### src/hdl/calendar_clock_with_countdown_unit_macros.svh
// Assertion helpers shared by the calendar clock RTL.
`ifndef CALENDAR_CLOCK_WITH_COUNTDOWN_UNIT_MACROS_SVH
`define CALENDAR_CLOCK_WITH_COUNTDOWN_UNIT_MACROS_SVH

// Same-cycle implication, checked outside reset.
`define CCC_ASSERT_IMPL(label, clk, rst_n, ante, cons, msg) \
    label: assert property (@(posedge clk) disable iff (!(rst_n)) (ante) |-> (cons)) \
        else $error(msg);

// Next-cycle implication, checked outside reset.
`define CCC_ASSERT_NEXT(label, clk, rst_n, ante, cons, msg) \
    label: assert property (@(posedge clk) disable iff (!(rst_n)) (ante) |=> (cons)) \
        else $error(msg);

`endif

### src/hdl/ccc_pkg.sv
// ----------------------------------------------------------------------------
// Calendar clock package
// Word types, operation codes, counter limits and reset values for the calendar clock.
// ----------------------------------------------------------------------------
`default_nettype none

package ccc_pkg;

    localparam logic [2:0] OP_TICK      = 3'd0;
    localparam logic [2:0] OP_SET_SEC   = 3'd1;
    localparam logic [2:0] OP_SET_MIN   = 3'd2;
    localparam logic [2:0] OP_SET_HOUR  = 3'd3;
    localparam logic [2:0] OP_SET_DAY   = 3'd4;
    localparam logic [2:0] OP_SET_MONTH = 3'd5;
    localparam logic [2:0] OP_SET_YEAR  = 3'd6;
    localparam logic [2:0] OP_START_CD  = 3'd7;

    localparam logic [7:0] SEC_LIMIT   = 8'd60;
    localparam logic [7:0] MIN_LIMIT   = 8'd60;
    localparam logic [7:0] HOUR_LIMIT  = 8'd24;
    localparam logic [7:0] DAY_LIMIT   = 8'd32;
    localparam logic [7:0] MONTH_LIMIT = 8'd13;
    localparam logic [7:0] CD_MAX_MIN  = 8'd99;
    localparam logic [5:0] CD_SEC_TOP  = 6'd59;

    localparam logic [7:0] RST_SEC   = 8'd50;
    localparam logic [7:0] RST_MIN   = 8'd59;
    localparam logic [7:0] RST_HOUR  = 8'd23;
    localparam logic [7:0] RST_DAY   = 8'd18;
    localparam logic [7:0] RST_MONTH = 8'd9;
    localparam logic [7:0] RST_YEAR  = 8'd19;

    typedef struct packed {
        logic [2:0] operation;
        logic [7:0] value;
    } t_in_word;

    typedef struct packed {
        logic [7:0] second_now;
        logic [7:0] minute_now;
        logic [7:0] hour_now;
        logic [7:0] day_now;
        logic [7:0] month_now;
        logic [7:0] year_now;
        logic [6:0] countdown_minutes;
        logic [5:0] countdown_seconds;
    } t_out_word;

endpackage

`default_nettype wire

### src/hdl/calendar_clock_with_countdown_unit.sv
// ----------------------------------------------------------------------------
// Calendar clock with countdown
// Usage: each input word is a one-second tick, a write of one clock field or
// the start of a minute:second countdown; each one yields one output word
// holding the whole clock and countdown state after that word.
// Channels: input i_in_valid/o_in_stall/i_in_word, output
// o_out_valid/i_out_stall/o_out_word. A word moves when valid is high and
// stall is low.
// Path: an accepted input word waits in the input register, then the state
// update writes the result register, which drives the output.
// Throughput: one word per cycle while the output is not stalled; the single
// update stage is the only work.
// Reset: synchronous, active low; the clock loads 23:59:50 on day 18, month
// 9, year 19, the countdown reads 0:00 and both pipeline registers empty.
// Stall: while the result register holds a word that is stalled, the update
// stage waits and the input register keeps its word; the input side then
// stalls only if that register is full, so one more word is still taken.
// ----------------------------------------------------------------------------
`default_nettype none

module calendar_clock_with_countdown_unit (
    input  wire logic              i_clk,
    input  wire logic              i_rst_n,
    input  wire logic              i_in_valid,
    output logic                   o_in_stall,
    input  wire ccc_pkg::t_in_word i_in_word,
    output logic                   o_out_valid,
    input  wire logic              i_out_stall,
    output ccc_pkg::t_out_word     o_out_word
);
    import ccc_pkg::*;

    `include "calendar_clock_with_countdown_unit_macros.svh"

    logic       r_in_valid;
    t_in_word   r_in_word;
    logic       r_out_valid;
    t_out_word  r_out_word;

    logic [7:0] r_sec, r_min, r_hour, r_day, r_month, r_year;
    logic [6:0] r_cd_min;
    logic [5:0] r_cd_sec;

    logic [7:0] n_sec, n_min, n_hour, n_day, n_month, n_year;
    logic [6:0] n_cd_min;
    logic [5:0] n_cd_sec;

    logic [7:0] sec_inc, min_inc, hour_inc, day_inc, month_inc;
    logic       out_block;
    logic       in_take;
    logic       fire;

    assign out_block  = r_out_valid & i_out_stall;
    assign fire       = r_in_valid & ~out_block;
    assign o_in_stall = r_in_valid & out_block;
    assign in_take    = i_in_valid & ~o_in_stall;

    assign sec_inc   = r_sec + 8'd1;
    assign min_inc   = r_min + 8'd1;
    assign hour_inc  = r_hour + 8'd1;
    assign day_inc   = r_day + 8'd1;
    assign month_inc = r_month + 8'd1;

    always_comb begin
        n_sec    = r_sec;
        n_min    = r_min;
        n_hour   = r_hour;
        n_day    = r_day;
        n_month  = r_month;
        n_year   = r_year;
        n_cd_min = r_cd_min;
        n_cd_sec = r_cd_sec;
        case (r_in_word.operation)
            OP_TICK: begin
                if (r_cd_sec != 6'd0) begin
                    n_cd_sec = r_cd_sec - 6'd1;
                end else if (r_cd_min != 7'd0) begin
                    n_cd_sec = CD_SEC_TOP;
                    n_cd_min = r_cd_min - 7'd1;
                end
                // Each counter up to the month rolls over only when its increment lands exactly
                // on the limit, so out-of-range values count up through 255.
                n_sec = sec_inc;
                if (sec_inc == SEC_LIMIT) begin
                    n_sec = 8'd0;
                    n_min = min_inc;
                    if (min_inc == MIN_LIMIT) begin
                        n_min  = 8'd0;
                        n_hour = hour_inc;
                        if (hour_inc == HOUR_LIMIT) begin
                            n_hour = 8'd0;
                            n_day  = day_inc;
                            if (day_inc == DAY_LIMIT) begin
                                n_day   = 8'd1;
                                n_month = month_inc;
                                if (month_inc == MONTH_LIMIT) begin
                                    n_month = 8'd1;
                                    n_year  = r_year + 8'd1;
                                end
                            end
                        end
                    end
                end
            end
            OP_SET_SEC:   n_sec   = r_in_word.value;
            OP_SET_MIN:   n_min   = r_in_word.value;
            OP_SET_HOUR:  n_hour  = r_in_word.value;
            OP_SET_DAY:   n_day   = r_in_word.value;
            OP_SET_MONTH: n_month = r_in_word.value;
            OP_SET_YEAR:  n_year  = r_in_word.value;
            OP_START_CD: begin
                n_cd_min = (r_in_word.value > CD_MAX_MIN) ? CD_MAX_MIN[6:0]
                                                          : r_in_word.value[6:0];
                n_cd_sec = 6'd0;
            end
            default: begin
                n_cd_sec = r_cd_sec;
            end
        endcase
    end

    always_ff @(posedge i_clk) begin
        if (!i_rst_n) begin
            r_in_valid  <= 1'b0;
            r_out_valid <= 1'b0;
            r_sec       <= RST_SEC;
            r_min       <= RST_MIN;
            r_hour      <= RST_HOUR;
            r_day       <= RST_DAY;
            r_month     <= RST_MONTH;
            r_year      <= RST_YEAR;
            r_cd_min    <= 7'd0;
            r_cd_sec    <= 6'd0;
        end else begin
            if (in_take) begin
                r_in_valid <= 1'b1;
            end else if (fire) begin
                r_in_valid <= 1'b0;
            end
            if (fire) begin
                r_out_valid <= 1'b1;
                r_sec       <= n_sec;
                r_min       <= n_min;
                r_hour      <= n_hour;
                r_day       <= n_day;
                r_month     <= n_month;
                r_year      <= n_year;
                r_cd_min    <= n_cd_min;
                r_cd_sec    <= n_cd_sec;
            end else if (!out_block) begin
                r_out_valid <= 1'b0;
            end
        end
    end

    always_ff @(posedge i_clk) begin
        if (in_take) begin
            r_in_word <= i_in_word;
        end
        if (fire) begin
            r_out_word <= '{second_now:        n_sec,
                            minute_now:        n_min,
                            hour_now:          n_hour,
                            day_now:           n_day,
                            month_now:         n_month,
                            year_now:          n_year,
                            countdown_minutes: n_cd_min,
                            countdown_seconds: n_cd_sec};
        end
    end

    assign o_out_valid = r_out_valid;
    assign o_out_word  = r_out_word;

    `CCC_ASSERT_NEXT(a_fire_gives_result, i_clk, i_rst_n, fire, r_out_valid,
                     "update stage fired but no result word followed")
    `CCC_ASSERT_NEXT(a_block_holds_state, i_clk, i_rst_n, out_block,
                     $stable(r_sec) && $stable(r_cd_sec) && $stable(r_year),
                     "clock state moved while the result word was stalled")
    `CCC_ASSERT_IMPL(a_cd_in_range, i_clk, i_rst_n, r_out_valid,
                     (r_cd_sec <= CD_SEC_TOP) && (r_cd_min <= CD_MAX_MIN[6:0]),
                     "countdown left its range")
    `CCC_ASSERT_IMPL(a_result_matches_state, i_clk, i_rst_n, r_out_valid,
                     (o_out_word.second_now == r_sec) &&
                     (o_out_word.countdown_seconds == r_cd_sec),
                     "result word differs from the clock state")

endmodule

`default_nettype wire
### config.mk
export PLATFORM = sky130hd
export DESIGN_NAME = calendar_clock_with_countdown_unit
export DESIGN_NICKNAME = d
export VERILOG_FILES = /design/src/hdl/ccc_pkg.sv /design/src/hdl/calendar_clock_with_countdown_unit.sv
export VERILOG_INCLUDE_DIRS = /design/src /design/src/hdl
export SDC_FILE = /design/constraint.sdc
export NUM_CORES = 1
export LEC_CHECK = 0
export ABC_AREA = 1
export BUFFER_PORTS_ARGS = -buffer_cell sky130_fd_sc_hd__buf_2
export CORE_ASPECT_RATIO = 1.1
export CORE_MARGIN = 2
export CORE_UTILIZATION = 50
export CTS_CLUSTER_SIZE = 24
export DETAILED_ROUTE_END_ITERATION = 10
export MAX_ROUTING_LAYER = met4
export PLACE_DENSITY = 0.69
export SYNTH_ARGS = -nofsm -noshare
export SYNTH_HDL_FRONTEND = slang
export SYNTH_SLANG_ARGS = --single-unit
### constraint.sdc
create_clock -name i_clk -period 4.7 [get_ports i_clk]
set_input_delay 0.705 -clock i_clk [delete_from_list [all_inputs] [get_ports i_clk]]
set_output_delay 0.705 -clock i_clk [all_outputs]
set_load 0.01 [all_outputs]
# ---- Word-level counts from Yosys, hierarchy flattened
# Cells that the tools add are included.
dict set report classes {
  add_sub_neg 8
  magnitude_cmp 1
  n_eq_ne 13
  muxes 37
  bitwise 6
  n_reduce_logical 4
}
# cell n
set ops {}
lappend ops {{2-to-1 mux 8 bit} 20}
lappend ops {{case mux 8 bit (2 select lines)} 6}
lappend ops {{adder 8 x 1 -> 8 bit, second input constant} 6}
lappend ops {{== test 8 x 6 -> 1 bit, second input constant} 3}
lappend ops {{2-to-1 mux 7 bit} 3}
lappend ops {{case mux 7 bit (2 select lines)} 1}
lappend ops {{== test 3 bit, second input constant} 4}
lappend ops {{2-to-1 mux 6 bit} 2}
lappend ops {{case mux 6 bit (2 select lines)} 1}
lappend ops {{== test 8 x 4 -> 1 bit, second input constant} 1}
lappend ops {{== test 8 x 5 -> 1 bit, second input constant} 1}
lappend ops {{greater-than comparator 8 x 7 -> 1 bit, second input constant} 1}
lappend ops {{nonzero test 7 bit} 1}
lappend ops {{subtractor 7 x 1 -> 7 bit, second input constant} 1}
lappend ops {{== test 3 x 2 -> 1 bit, second input constant} 2}
lappend ops {{nonzero test 6 bit} 1}
lappend ops {{subtractor 6 x 1 -> 6 bit, second input constant} 1}
lappend ops {{bitwise AND 1 bit} 4}
lappend ops {{2-to-1 mux 1 bit} 4}
lappend ops {{== test 3 x 1 -> 1 bit, second input constant} 1}
lappend ops {{logical NOT 3 bit} 1}
lappend ops {{inequality test 2 x 1 -> 1 bit, second input constant} 1}
lappend ops {{inverter 1 bit} 2}
lappend ops {{nonzero test 2 bit} 1}
dict set report totals {
  regBits 135
  in_bits 15
  output_inout_bits 63
  elab_cells 89
}

# ---- Logic depth before layout (Yosys ltp)
# Gate-level depths: netlist of run 1.
dict set report depth {
  ltp_word 8
  mapped_depth 16
  ltp_nobuf 16
}

# ---- Least setup slack after synthesis of run 1
# No wires, ideal clock.
dict set report synth_timing {
  path_kind {input-to-reg}
  startpoint {in i_out_stall}
  endpoint {reg r_out_word (netlist bit o_out_word[0]) (enable)}
  setup_ns 0.394
  arrival_ns 1.844
  required_ns 4.306
  setup_slack_ns 2.461
  cell_stages 4
  path_buffers 1
  path_cell_list {nand2_1 > inv_1 > nor2_1 > buf_2}
}
dict set report synth_between {
  elab_chain_cells 3
}
# element line
set synth_lines {}
lappend synth_lines {{start, declared} calendar_clock_with_countdown_unit.sv:28} ;# input wire logic i_out_stall,
lappend synth_lines {{bitwise AND 1 bit} calendar_clock_with_countdown_unit.sv:53} ;# assign out_block = r_out_valid & i_out_stall;
lappend synth_lines {{inverter 1 bit} calendar_clock_with_countdown_unit.sv:54} ;# assign fire = r_in_valid & ~out_block;
lappend synth_lines {{bitwise AND 1 bit} calendar_clock_with_countdown_unit.sv:54}
lappend synth_lines {{via fire} calendar_clock_with_countdown_unit.sv:51} ;# logic fire;
lappend synth_lines {{end signal, assigned} calendar_clock_with_countdown_unit.sv:161} ;# r_out_word <= '{second_now: n_sec,
lappend synth_lines {{end, declared} calendar_clock_with_countdown_unit.sv:38} ;# t_out_word r_out_word;
# The timed path passes the listed nets, and every way through them passes these cells.
# A chain may end at the register's enable or synchronous reset.

# ---- Worst setup path in the final report of run 1
dict set report layout_timing {
  startpoint {reg r_in_word[9] (netlist name)}
  endpoint {reg r_cd_min[5]}
}
dict set report layout_between {
  elab_chain_cells 2
  word_cells_on_any_way 3
  classes_between {1 x eq/ne; 1 x mux; 1 x reduce/logical}
}
# element line
set layout_lines {}
lappend layout_lines {{start, declared} calendar_clock_with_countdown_unit.sv:36} ;# t_in_word r_in_word;
lappend layout_lines {{start signal, assigned} calendar_clock_with_countdown_unit.sv:158} ;# r_in_word <= i_in_word;
lappend layout_lines {{== test 3 bit or logical NOT 3 bit (tied branches)} calendar_clock_with_countdown_unit.sv:73} ;# case (r_in_word.operation)
lappend layout_lines {{case mux 7 bit (2 select lines) *} calendar_clock_with_countdown_unit.sv:73}
lappend layout_lines {{via n_cd_min[5]} calendar_clock_with_countdown_unit.sv:45} ;# logic [6:0] n_cd_min;
lappend layout_lines {{end signal, assigned} calendar_clock_with_countdown_unit.sv:148} ;# r_cd_min <= n_cd_min;
lappend layout_lines {{end, declared} calendar_clock_with_countdown_unit.sv:41} ;# logic [6:0] r_cd_min;
# Mark *: on every way through the listed nets, which the timed path passes. The rest lies on a longest branch.

==> results.md, run 1 <==
- DR iter-0 viols: 652
- Status: finished, final reports clean
- Sequential cell area: 3420 um^2
- Post-synth EDFFs: 72
- Wire per inst: 15.2 um
- Cts repair resizes: 0
- TritonRoute pass-1 iters: 5
- Pleak: 3.98 nW
- Tightest Hold Check Type: input port to flip-flop
- CTS tree: done
- Final slew viol count: 0
- Area growth, synth to finish: 14.1%
- Syn_nets: 996
- Final hold violations: 0
- Total power: 3.14 mW
- Ys async rst share: 0
- First-pass GRT wire length: 29.7 mm
- Tightest Pin Transition: 0.940 ns
- Die W: 121 um
- Nets@finish: 1065
- # diodes: 0
- CORE AREA: 14900 um^2
- CTS Root Cell: clkbuf_16
- Initial antenna violation count: 0
- Initial Util: 0.507
- Max Fclk: 0.360 GHz
- Drc violations: 0
- I/O pin cnt: 78
- Synth Cell Area: 7540 um^2
- Layout filler cell count: 1400
- Most frequent cell after synthesis: nand2_1
- Fin crit share: 0.591
- Pwr dens: 365 nW/um^2
- Placement Rows: 47
- Antenna viol nets, final: 0
- Number of CTS-inserted buffers: 17
- WL final: 19.0 mm
- Crit start category: flip-flop
- Post-CTS Setup Bufs: 0
- Number of setup violations in the final report: 0
- Placed cell area: 8050 um^2
- Max VDD drop: 0.239 mV
- Tmin final: 2.78 ns
- Area of the multi-input gates: 3350 um^2
- Post-CTS Hold Buffers: 0
- Syn avg cell area: 7.76 um^2
- PortBufs: 77
- Vias per std cell: 5.45
- Clk pin slew, worst setup/hold paths: 0.06 ns
- Post-Route Setup TNS: 0 ns
- Total Routing Usage GR: 0.243
- Die span in y: 133 um
- Clk sink count: 135
- Final instance area: 8610 um^2
- Clock Skew: 0.0133 ns
- Total global routing overflow: 0
- Skew-Pair Late Insertion Delay: 0.44 ns
- Worst Setup Path Type: flip-flop to flip-flop
- Max-slew headroom: 0.374
- Post-synth cell types: 48
- Synth Instances: 972
- Placer congestion estimate: 0.892
- Area share of the leading cell type in the synthesized netlist: 0.287
- Core Util, Final: 0.578
- Largest net degree at the start of global routing: 78
- Area leader, netlist: edfxtp_1
- Layout cells sized above 1: 0.154
- CP required: 5.03 ns
- Post-DP HPWL: 12.4 mm
- Post-synth top cells: nand2_1, inv_1, a21oi_1, edfxtp_1, nand3_1
- Post-synthesis sequential area ratio: 0.454
- Via Count: 6817
- Vias in the first global route: 5872
- Synth area leaders: edfxtp_1, dfxtp_1, nand2_1, inv_1, a21oi_1
- Register bit total from synthesis: 135
- CP Data Arrival Time: 3.11 ns
- Clock buffer depth: 2
- Htree depth: 4
- RSZ-0062 raised after global routing: no
- Synth Warn #: 0
- Max cap viols: 0
- Commonest register cell after synthesis: edfxtp_1
- Die Area: 16100 um^2
- Crit path capture type: flip-flop
- CP Max Fanout: 40
layout make-up:
type | count | area share
Clock inverter | 15 | 0.0148
Timing Repair Buffer | 82 | 0.0491
Sequential cell | 135 | 0.398
Tap cell | 196 | 0.0285
Clock buffer | 17 | 0.0494
Inverter | 164 | 0.0715
Multi-Input combinational cell | 641 | 0.389
worst max-delay path: stages, from the launching register on:
cell and delay, ns:
edfxtp_1 0.46, nor2_2 0.36, inv_1 0.17, nor2_2 0.13
buf_4 0.45, nor2_1 0.13, inv_1 0.28, o21ai_0 0.20
o21ai_0 0.18, nand3_1 0.11, o21ai_0 0.15, inv_1 0.05
cells in the final DEF, fill, tap and decap left out, drive strengths merged:
cell type / n
o32ai: 1
o211ai: 21
o311ai: 1
o21ai: 69
clkinv: 5
nand2: 239
buf: 82
clkbuf: 17
dfxtp: 63
a21o: 1
xor2: 6
a211oi: 1
nor2: 62
o221ai: 9
o21bai: 9
xnor2: 1
o21a: 1
nor4: 2
clkinvlp: 7
inv: 166
o22ai: 21
bufinv: 1
nand3: 76
nand4: 23
ha: 9
nand3b: 2
a22oi: 2
nor3: 6
a21oi: 78
a31oi: 1
edfxtp: 72
cell families after synthesis:
kind of cell,share of synthesized area
AOI/OAI and AO/OA,0.170
xor gates and xnor gates,0.00813
and+or+nand+nor,0.249
adders and majority gates,0.0149
DFF,0.454
buffers and inverters,0.104
final timing paths:
check	from	endpoint	slack (ns)	depth (start not counted)
worst max-delay path	r_in_word[9]$_DFFE_PP_	r_cd_min[5]$_SDFFE_PN0P_	1.92	11
worst min-delay path	i_in_word[1]	r_in_word[1]$_DFFE_PP_	0.44	1
worst max register to register	r_in_word[9]$_DFFE_PP_	r_cd_min[5]$_SDFFE_PN0P_	1.92	11
worst min register to register	r_year[1]$_SDFFE_PN1P_	r_year[1]$_SDFFE_PN1P_	0.51	2
sequential cells by signal, summed over array words and instances, names as in the netlist:
register	count
o_out_word	61
r_in_word	11
r_day	8
r_hour	8
r_min	8
r_month	8
r_sec	8
r_year	8
r_cd_min	7
r_cd_sec	6
o_out_valid	1
r_in_valid	1
per-stage QoR:
step | setup slack [ns] | std cells | hold WS [ns]
floorplan | 2.46 | 972 | 0.457
global placement | 1.91 | 1218 | 0.492
detailed placement | 1.88 | 1218 | 0.496
CTS | 1.96 | 1250 | 0.435
global route | 1.74 | 1250 | 0.435
finish | 1.92 | 1250 | 0.442
layer usage:
metal  track usage  routed length [um]  up-vias
li1              -                   -     3384
met1         0.324                8530     3167
met2         0.365                8710      232
met3        0.0466                1220       34
met4        0.0988                 506        0
met5             -                   0        -
where the power goes:
part           total [mW]  leakage (nW)  internal, mW  switching [mW]
clock network        1.26         0.252         0.724           0.539
registers            1.39          1.20          1.34          0.0572
logic               0.480          2.52         0.155           0.325
total                3.14          3.98          2.22           0.921
Note: power is estimated with default switching activity, not from simulation.
==> inputs of run 2 (changes only) <==
==> constraint.sdc (replaced) <==
create_clock -name i_clk -period 2.8 [get_ports i_clk]
set_input_delay 0.42 -clock i_clk [delete_from_list [all_inputs] [get_ports i_clk]]
set_output_delay 0.42 -clock i_clk [all_outputs]
set_load 0.01 [all_outputs]
==> run 2 against run 1 <==
Global-route usage grew 2.0 points. Design area grew 2.0%. Largest power group is now clock. Via count grew 2.2%. Sequential power grew 68%. Hold slack lost 0.28 ns.
==> results.md, run 2 (synthesis gave the netlist of run 1 again) <==
- Status: finished, final reports clean
- Final slew viol count: 0 (unchanged)
- Crit path capture type: flip-flop
- Max cap viols: 0 (unchanged)
- Tmin final: 2.50 ns (-0.278 ns)
- Antenna viol nets, final: 0 (unchanged)
- Crit start category: flip-flop
- TritonRoute pass-1 iters: 5 (unchanged)
- Post-Route Setup TNS: 0 ns (unchanged)
- Worst r2r path cells: 10 (-1)
- # diodes: 0 (unchanged)
- DR iter-0 viols: 632 (-3.1%)
- Post-DP HPWL: 13.2 mm (+6.9%)
- Largest net degree at the start of global routing: 100 (+28%)
- Tightest Pin Transition: 0.779 ns (-0.161 ns)
- Post-CTS Hold Buffers: 0 (unchanged)
- Cts repair resizes: 0 (unchanged)
- Nets@finish: 1075 (+0.94%)
- Number of CTS-inserted buffers: 17 (unchanged)
- Die W: 121 um (unchanged)
- RSZ-0062 raised after global routing: no
- Final hold violations: 0 (unchanged)
- Clk pin slew, worst setup/hold paths: 0.06 ns (about the same)
- Max FFs per register: 61 (unchanged)
- CTS tree: done
- Total global routing overflow: 0 (unchanged)
- Final worst setup slack: 0.299 ns (-1.62 ns)
- Fin crit share: 0.893 (+0.302)
- First-pass GRT wire length: 32.1 mm (+8.1%)
- Initial antenna violation count: 0 (unchanged)
- Skew-Pair Late Insertion Delay: 0.43 ns (about the same)
- CTS Root Cell: clkbuf_16
- Max-slew headroom: 0.481 (+0.107)
- Pwr dens: 632 nW/um^2 (+73%)
- Tightest Hold Check Type: input port to flip-flop
- Pleak: 4.09 nW (+2.9%)
- Drc violations: 0 (unchanged)
- Max Fclk: 0.400 GHz (+11%)
- Core Util, Final: 0.590 (+0.0116)
- Layout cells sized above 1: 0.159 (+0.00513)
- Htree depth: 4 (unchanged)
- Post-CTS Setup Bufs: 0 (unchanged)
- Worst Setup Path Type: flip-flop to flip-flop
- CP Max Fanout: 13 (-68%)
- Clock Skew: 0.00867 ns (-0.00466 ns)
- Critical path origin: r_min[0]$_SDFFE_PN1P_
- Placer congestion estimate: 0.938 (+5.2%)
- Worst hold path depth: 1 (unchanged)
- Area growth, synth to finish: 16.4%
- Total Routing Usage GR: 0.264 (+0.0202)
- Die span in y: 133 um (unchanged)
- Most common cell after layout, fill and taps aside: nand2_1
- Leading cell types in the layout, fill and taps excluded: nand2_1, inv_1, buf_2, a21oi_1, edfxtp_1
- Worst setup endpoint: o_out_word[33]$_DFFE_PP_
- CP required: 2.96 ns (-2.07 ns)
- WL final: 19.9 mm (+4.9%)
- R2R Path Start: r_min[0]$_SDFFE_PN1P_
- Pre-CTS setup slack: 0.364 ns (-1.51 ns)
- Worst reg2reg path endpoint: o_out_word[33]$_DFFE_PP_
- Wire per inst: 15.8 um (+4.1%)
- PortBufs: 77 (unchanged)
- CORE AREA: 14900 um^2 (unchanged)
- CP Data Arrival Time: 2.66 ns (-0.45 ns)
- Vias per std cell: 5.53 (+1.4%)
- Clk sink count: 135 (unchanged)
- Vias in the first global route: 6312 (+7.5%)
- Number of setup violations in the final report: 0 (unchanged)
- Placement Rows: 47 (unchanged)
- Initial Util: 0.507 (unchanged)
- Worst reg2reg setup slack: 0.30 ns (-1.62 ns)
- Min Hold Slack: 0.166 ns (-0.276 ns)
- Max VDD drop: 0.394 mV (+65%)
- Die Area: 16100 um^2 (unchanged)
- Via Count: 6968 (+2.2%)
- I/O pin cnt: 78 (unchanged)
- Layout filler cell count: 1368 (-2.3%)
- Clock buffer depth: 2 (unchanged)
run 2: cell count changes in the layout (fill, tap and decap cells not counted), sizes merged:
cell	before	now
buf	82	92
bufinv	1	4
clkbuf	17	23
clkinv	5	6
clkinvlp	7	0
inv	166	163
run 2: how the worst min path moves through the flow:
| stage | startpoint | endpoint | slack (ns) |
|---|---|---|---|
| 3_3_place_gp | r_year[1]$_SDFFE_PN1P_ | r_year[1]$_SDFFE_PN1P_ | 0.50 |
| 2_1_floorplan | r_in_valid$_SDFFE_PN0P_ | o_out_valid$_SDFFE_PN0P_ | 0.46 |
| 6_report | i_in_word[7] | r_in_word[7]$_DFFE_PP_ | 0.17 |
| 4_1_cts | i_in_word[7] | r_in_word[7]$_DFFE_PP_ | 0.15 |
| 3_5_place_dp | o_out_valid$_SDFFE_PN0P_ | o_out_valid$_SDFFE_PN0P_ | 0.50 |
| 5_1_grt | i_in_word[6] | r_in_word[6]$_DFFE_PP_ | 0.16 |
run 2: final cells by class:
type | count | area [um^2] | share of cell area
clock inverter | 9 | 148 | 0.0168
sequential | 135 | 3420 | 0.390
multi-input combinational | 641 | 3350 | 0.381
timing repair buffer | 92 | 523 | 0.0596
inverter | 164 | 616 | 0.0701
clock buffer | 23 | 478 | 0.0544
tap | 196 | 245 | 0.0279
run 2: through the flow:
stage / instance area, um^2 / total power, mW / instances
3_5_place_dp: 8150 / 3.20 / 1228
2_1_floorplan: 7540 / 2.95 / 972
6_report: 8780 / 5.55 / 1260
5_1_grt: 8780 / 5.78 / 1260
3_3_place_gp: 8150 / 3.19 / 1228
4_1_cts: 8780 / 5.58 / 1260
run 2: report_power, final:
part	total [mW]	switching, mW	leakage (nW)	internal, mW
sequential	2.34	0.0978	1.20	2.24
combinational	0.831	0.558	2.58	0.273
clock	2.38	0.825	0.309	1.55
run 2: metal layers:
metal | GRT usage | vias up | share of wire
met4 | 0.0975 | 0 | 0.026
met5 | - | - | 0
met2 | 0.399 | 257 | 0.47
li1 | - | 3412 | -
met1 | 0.351 | 3265 | 0.44
met3 | 0.0522 | 34 | 0.069
run 2: worst max-delay path: stages, from the launching register on:
cell and delay (ns):
dfxtp_1 0.42, ha_1 0.27, nand3_1 0.11, o21ai_0 0.17
nand2_1 0.12, nor3_2 0.34, nand2_2 0.29, nor2_4 0.24
nand2_1 0.08, o211ai_1 0.09, nand3_1 0.11
==> inputs of run 3 (changes only) <==
--- a/config.mk
+++ b/config.mk
@@ -15,6 +15,7 @@
 export DETAILED_ROUTE_END_ITERATION = 10
 export MAX_ROUTING_LAYER = met4
 export PLACE_DENSITY = 0.69
+export SETUP_SLACK_MARGIN = 0.3
 export SYNTH_ARGS = -nofsm -noshare
 export SYNTH_HDL_FRONTEND = slang
 export SYNTH_SLANG_ARGS = --single-unit
==> run 3 against run 2 <==
Die area unchanged. Critical endpoint unchanged. Clock power about the same. Maximum frequency increased by 6.4%.
==> results.md, run 3 (synthesis gave the netlist of run 1 again) <==
- Clock Skew: 0.00837 ns (-0.000297 ns)
- Delay-heaviest family, CP: simple AND/OR/NAND/NOR gates
- Final slew viol count: 0 (unchanged)
- PortBufs: 77 (unchanged)
- Min Hold Slack: 0.162 ns (-0.00383 ns)
- Max VDD drop: 0.399 mV (+1.4%)
- Crit start category: flip-flop
- Total global routing overflow: 0 (unchanged)
- Nets@finish: 1083 (+0.74%)
- Crit path capture type: flip-flop
- Fin crit share: 0.839 (-0.0537)
- Final worst setup slack: 0.450 ns (+0.150 ns)
- CTS tree: done
- Largest net degree at the start of global routing: 100 (unchanged)
- Tmin final: 2.35 ns (-0.150 ns)
- Worst setup endpoint: o_out_word[33]$_DFFE_PP_
- Pre-CTS setup slack: 0.364 ns (unchanged)
- Die span in y: 133 um (unchanged)
- Worst path max stage delay: 0.41 ns (about the same)
- WL final: 20.2 mm (+1.5%)
- RSZ-0062 raised after global routing: yes
- Post-DP HPWL: 13.2 mm (unchanged)
- Vias per std cell: 5.52 (-0.13%)
- Htree depth: 4 (unchanged)
- Initial antenna violation count: 0 (unchanged)
- GRT busiest layer: met2
- CTS Root Cell: clkbuf_16
- Most common cell after layout, fill and taps aside: nand2_1
- Final instance area: 8880 um^2 (+1.2%)
- Skew-Pair Late Insertion Delay: 0.43 ns (about the same)
- Cell Chain, Critical Path: ha_1 > nand3_1 > o21ai_0 > nand2_1 > nor3_4 > nand2_4 > nor2_4 > nand2_1 > o211ai_1 > nand3_1
- Area growth, synth to finish: 17.8%
- Post-CTS Hold Buffers: 0 (unchanged)
- I/O pin cnt: 78 (unchanged)
- Worst reg2reg setup slack: 0.45 ns (+0.15 ns)
- Max Fclk: 0.425 GHz (+6.4%)
- Antenna viol nets, final: 0 (unchanged)
- Post-Route Setup TNS: 0 ns (unchanged)
- Number of CTS-inserted buffers: 17 (unchanged)
- Met3 usage: 0.0522 (unchanged)
- CP required: 2.96 ns (about the same)
- CORE AREA: 14900 um^2 (unchanged)
- Worst reg2reg path endpoint: o_out_word[33]$_DFFE_PP_
- Core Util, Final: 0.597 (+0.00690)
- CP bufs+invs: 0 (unchanged)
- Placer congestion estimate: 0.938 (unchanged)
- Die W: 121 um (unchanged)
- Vias in the first global route: 6312 (unchanged)
- Status: finished, final reports clean
- Worst r2r path cells: 10 (unchanged)
- Critical path origin: r_min[0]$_SDFFE_PN1P_
- Critical Path Slowest Stage Cell: dfxtp_1
- Max-slew headroom: 0.484 (+0.00288)
- Clock buffer depth: 2 (unchanged)
- Clk pin slew, worst setup/hold paths: 0.06 ns (about the same)
- Met1 Use GR: 0.351 (unchanged)
- CP Data Arrival Time: 2.51 ns (-0.15 ns)
- First-pass GRT wire length: 32.1 mm (unchanged)
- Number of setup violations in the final report: 0 (unchanged)
- Met2 Track Usage GR: 0.399 (unchanged)
- Wire per inst: 15.9 um (+0.89%)
- Leading cell types in the layout, fill and taps excluded: nand2_1, inv_1, buf_2, a21oi_1, edfxtp_1
- DR iter-0 viols: 671 (+6.2%)
- Pleak: 4.14 nW (+1.1%)
- R2R Path Start: r_min[0]$_SDFFE_PN1P_
- Total Routing Usage GR: 0.264 (unchanged)
- CP Max Fanout: 13 (unchanged)
- Placed cell area: 8150 um^2 (unchanged)
- Layout filler cell count: 1360 (-0.58%)
- Initial Util: 0.507 (unchanged)
- Tightest Pin Transition: 0.774 ns (-0.00432 ns)
- Placement Rows: 47 (unchanged)
- Drc violations: 0 (unchanged)
- Die Area: 16100 um^2 (unchanged)
- Area of the multi-input gates: 3390 um^2 (+1.4%)
- # diodes: 0 (unchanged)
- Pwr dens: 628 nW/um^2 (-0.78%)
- Max FFs per register: 61 (unchanged)
- Via Count: 7003 (+0.50%)
- Clk sink count: 135 (unchanged)
- TritonRoute pass-1 iters: 5 (unchanged)
- Crit path depth: 10 (unchanged)
- Worst Setup Path Type: flip-flop to flip-flop
- Max cap viols: 0 (unchanged)
- Layout cells sized above 1: 0.172 (+0.0128)
- Final hold violations: 0 (unchanged)
- Tightest Hold Check Type: input port to flip-flop
- Sequential cell area: 3430 um^2 (about the same)
-- run 3: changes by cell type in the layout (fill, tap and decap cells not counted), moves of 2 or more --
| cell | change |
|---|---|
| buf_4 | +7 |
| dfxtp_1 | -2 |
| dfxtp_2 | +2 |
| ha_1 | -2 |
| ha_2 | +2 |
| nor2_4 | +2 |
-- run 3: routing by layer --
metal  wire length, um  part of all wire
met1              9090              0.45
met2              9360              0.46
met5                 0                 0
met3              1230             0.061
met4               526             0.026
-- run 3: final cells by class --
type                            instances  area share
Clock buffer                           23      0.0538
Clock inverter                          9      0.0166
Inverter                              164      0.0693
Multi-Input combinational cell        642       0.382
Sequential cell                       135       0.386
Tap cell                              196      0.0276
Timing Repair Buffer                   99      0.0648
-- run 3: power by group --
part | internal [mW] | total [mW] | switching (mW)
clock network | 1.55 | 2.38 | 0.830
registers | 2.25 | 2.34 | 0.0985
logic | 0.276 | 0.846 | 0.570
total | 4.08 | 5.57 | 1.50
-- run 3: stage by stage --
| step | power, mW | instances |
|---|---|---|
| finish | 5.57 | 1268 |
| global route | 5.79 | 1268 |
| CTS | 5.58 | 1260 |
| detailed placement | 3.20 | 1228 |
| global placement | 3.19 | 1228 |
| floorplan | 2.95 | 972 |
-- run 3: how the worst min path moves through the flow --
| stage | cells past startpoint | startpoint | endpoint | slack (ns) |
|---|---|---|---|---|
| after floorplan | 2 | r_in_valid$_SDFFE_PN0P_ | o_out_valid$_SDFFE_PN0P_ | 0.46 |
| after global placement | 2 | r_year[1]$_SDFFE_PN1P_ | r_year[1]$_SDFFE_PN1P_ | 0.50 |
| after detailed placement | 2 | o_out_valid$_SDFFE_PN0P_ | o_out_valid$_SDFFE_PN0P_ | 0.50 |
| after CTS | 1 | i_in_word[7] | r_in_word[7]$_DFFE_PP_ | 0.15 |
| after global routing | 1 | i_in_word[6] | r_in_word[6]$_DFFE_PP_ | 0.16 |
| final | 1 | i_in_word[7] | r_in_word[7]$_DFFE_PP_ | 0.16 |
-- run 3: what timing repair did --
action                                  in CTS  in global routing
resized for setup                            0                 11
endpoints found under the setup margin       0                 59
setup buffers                                0                  7
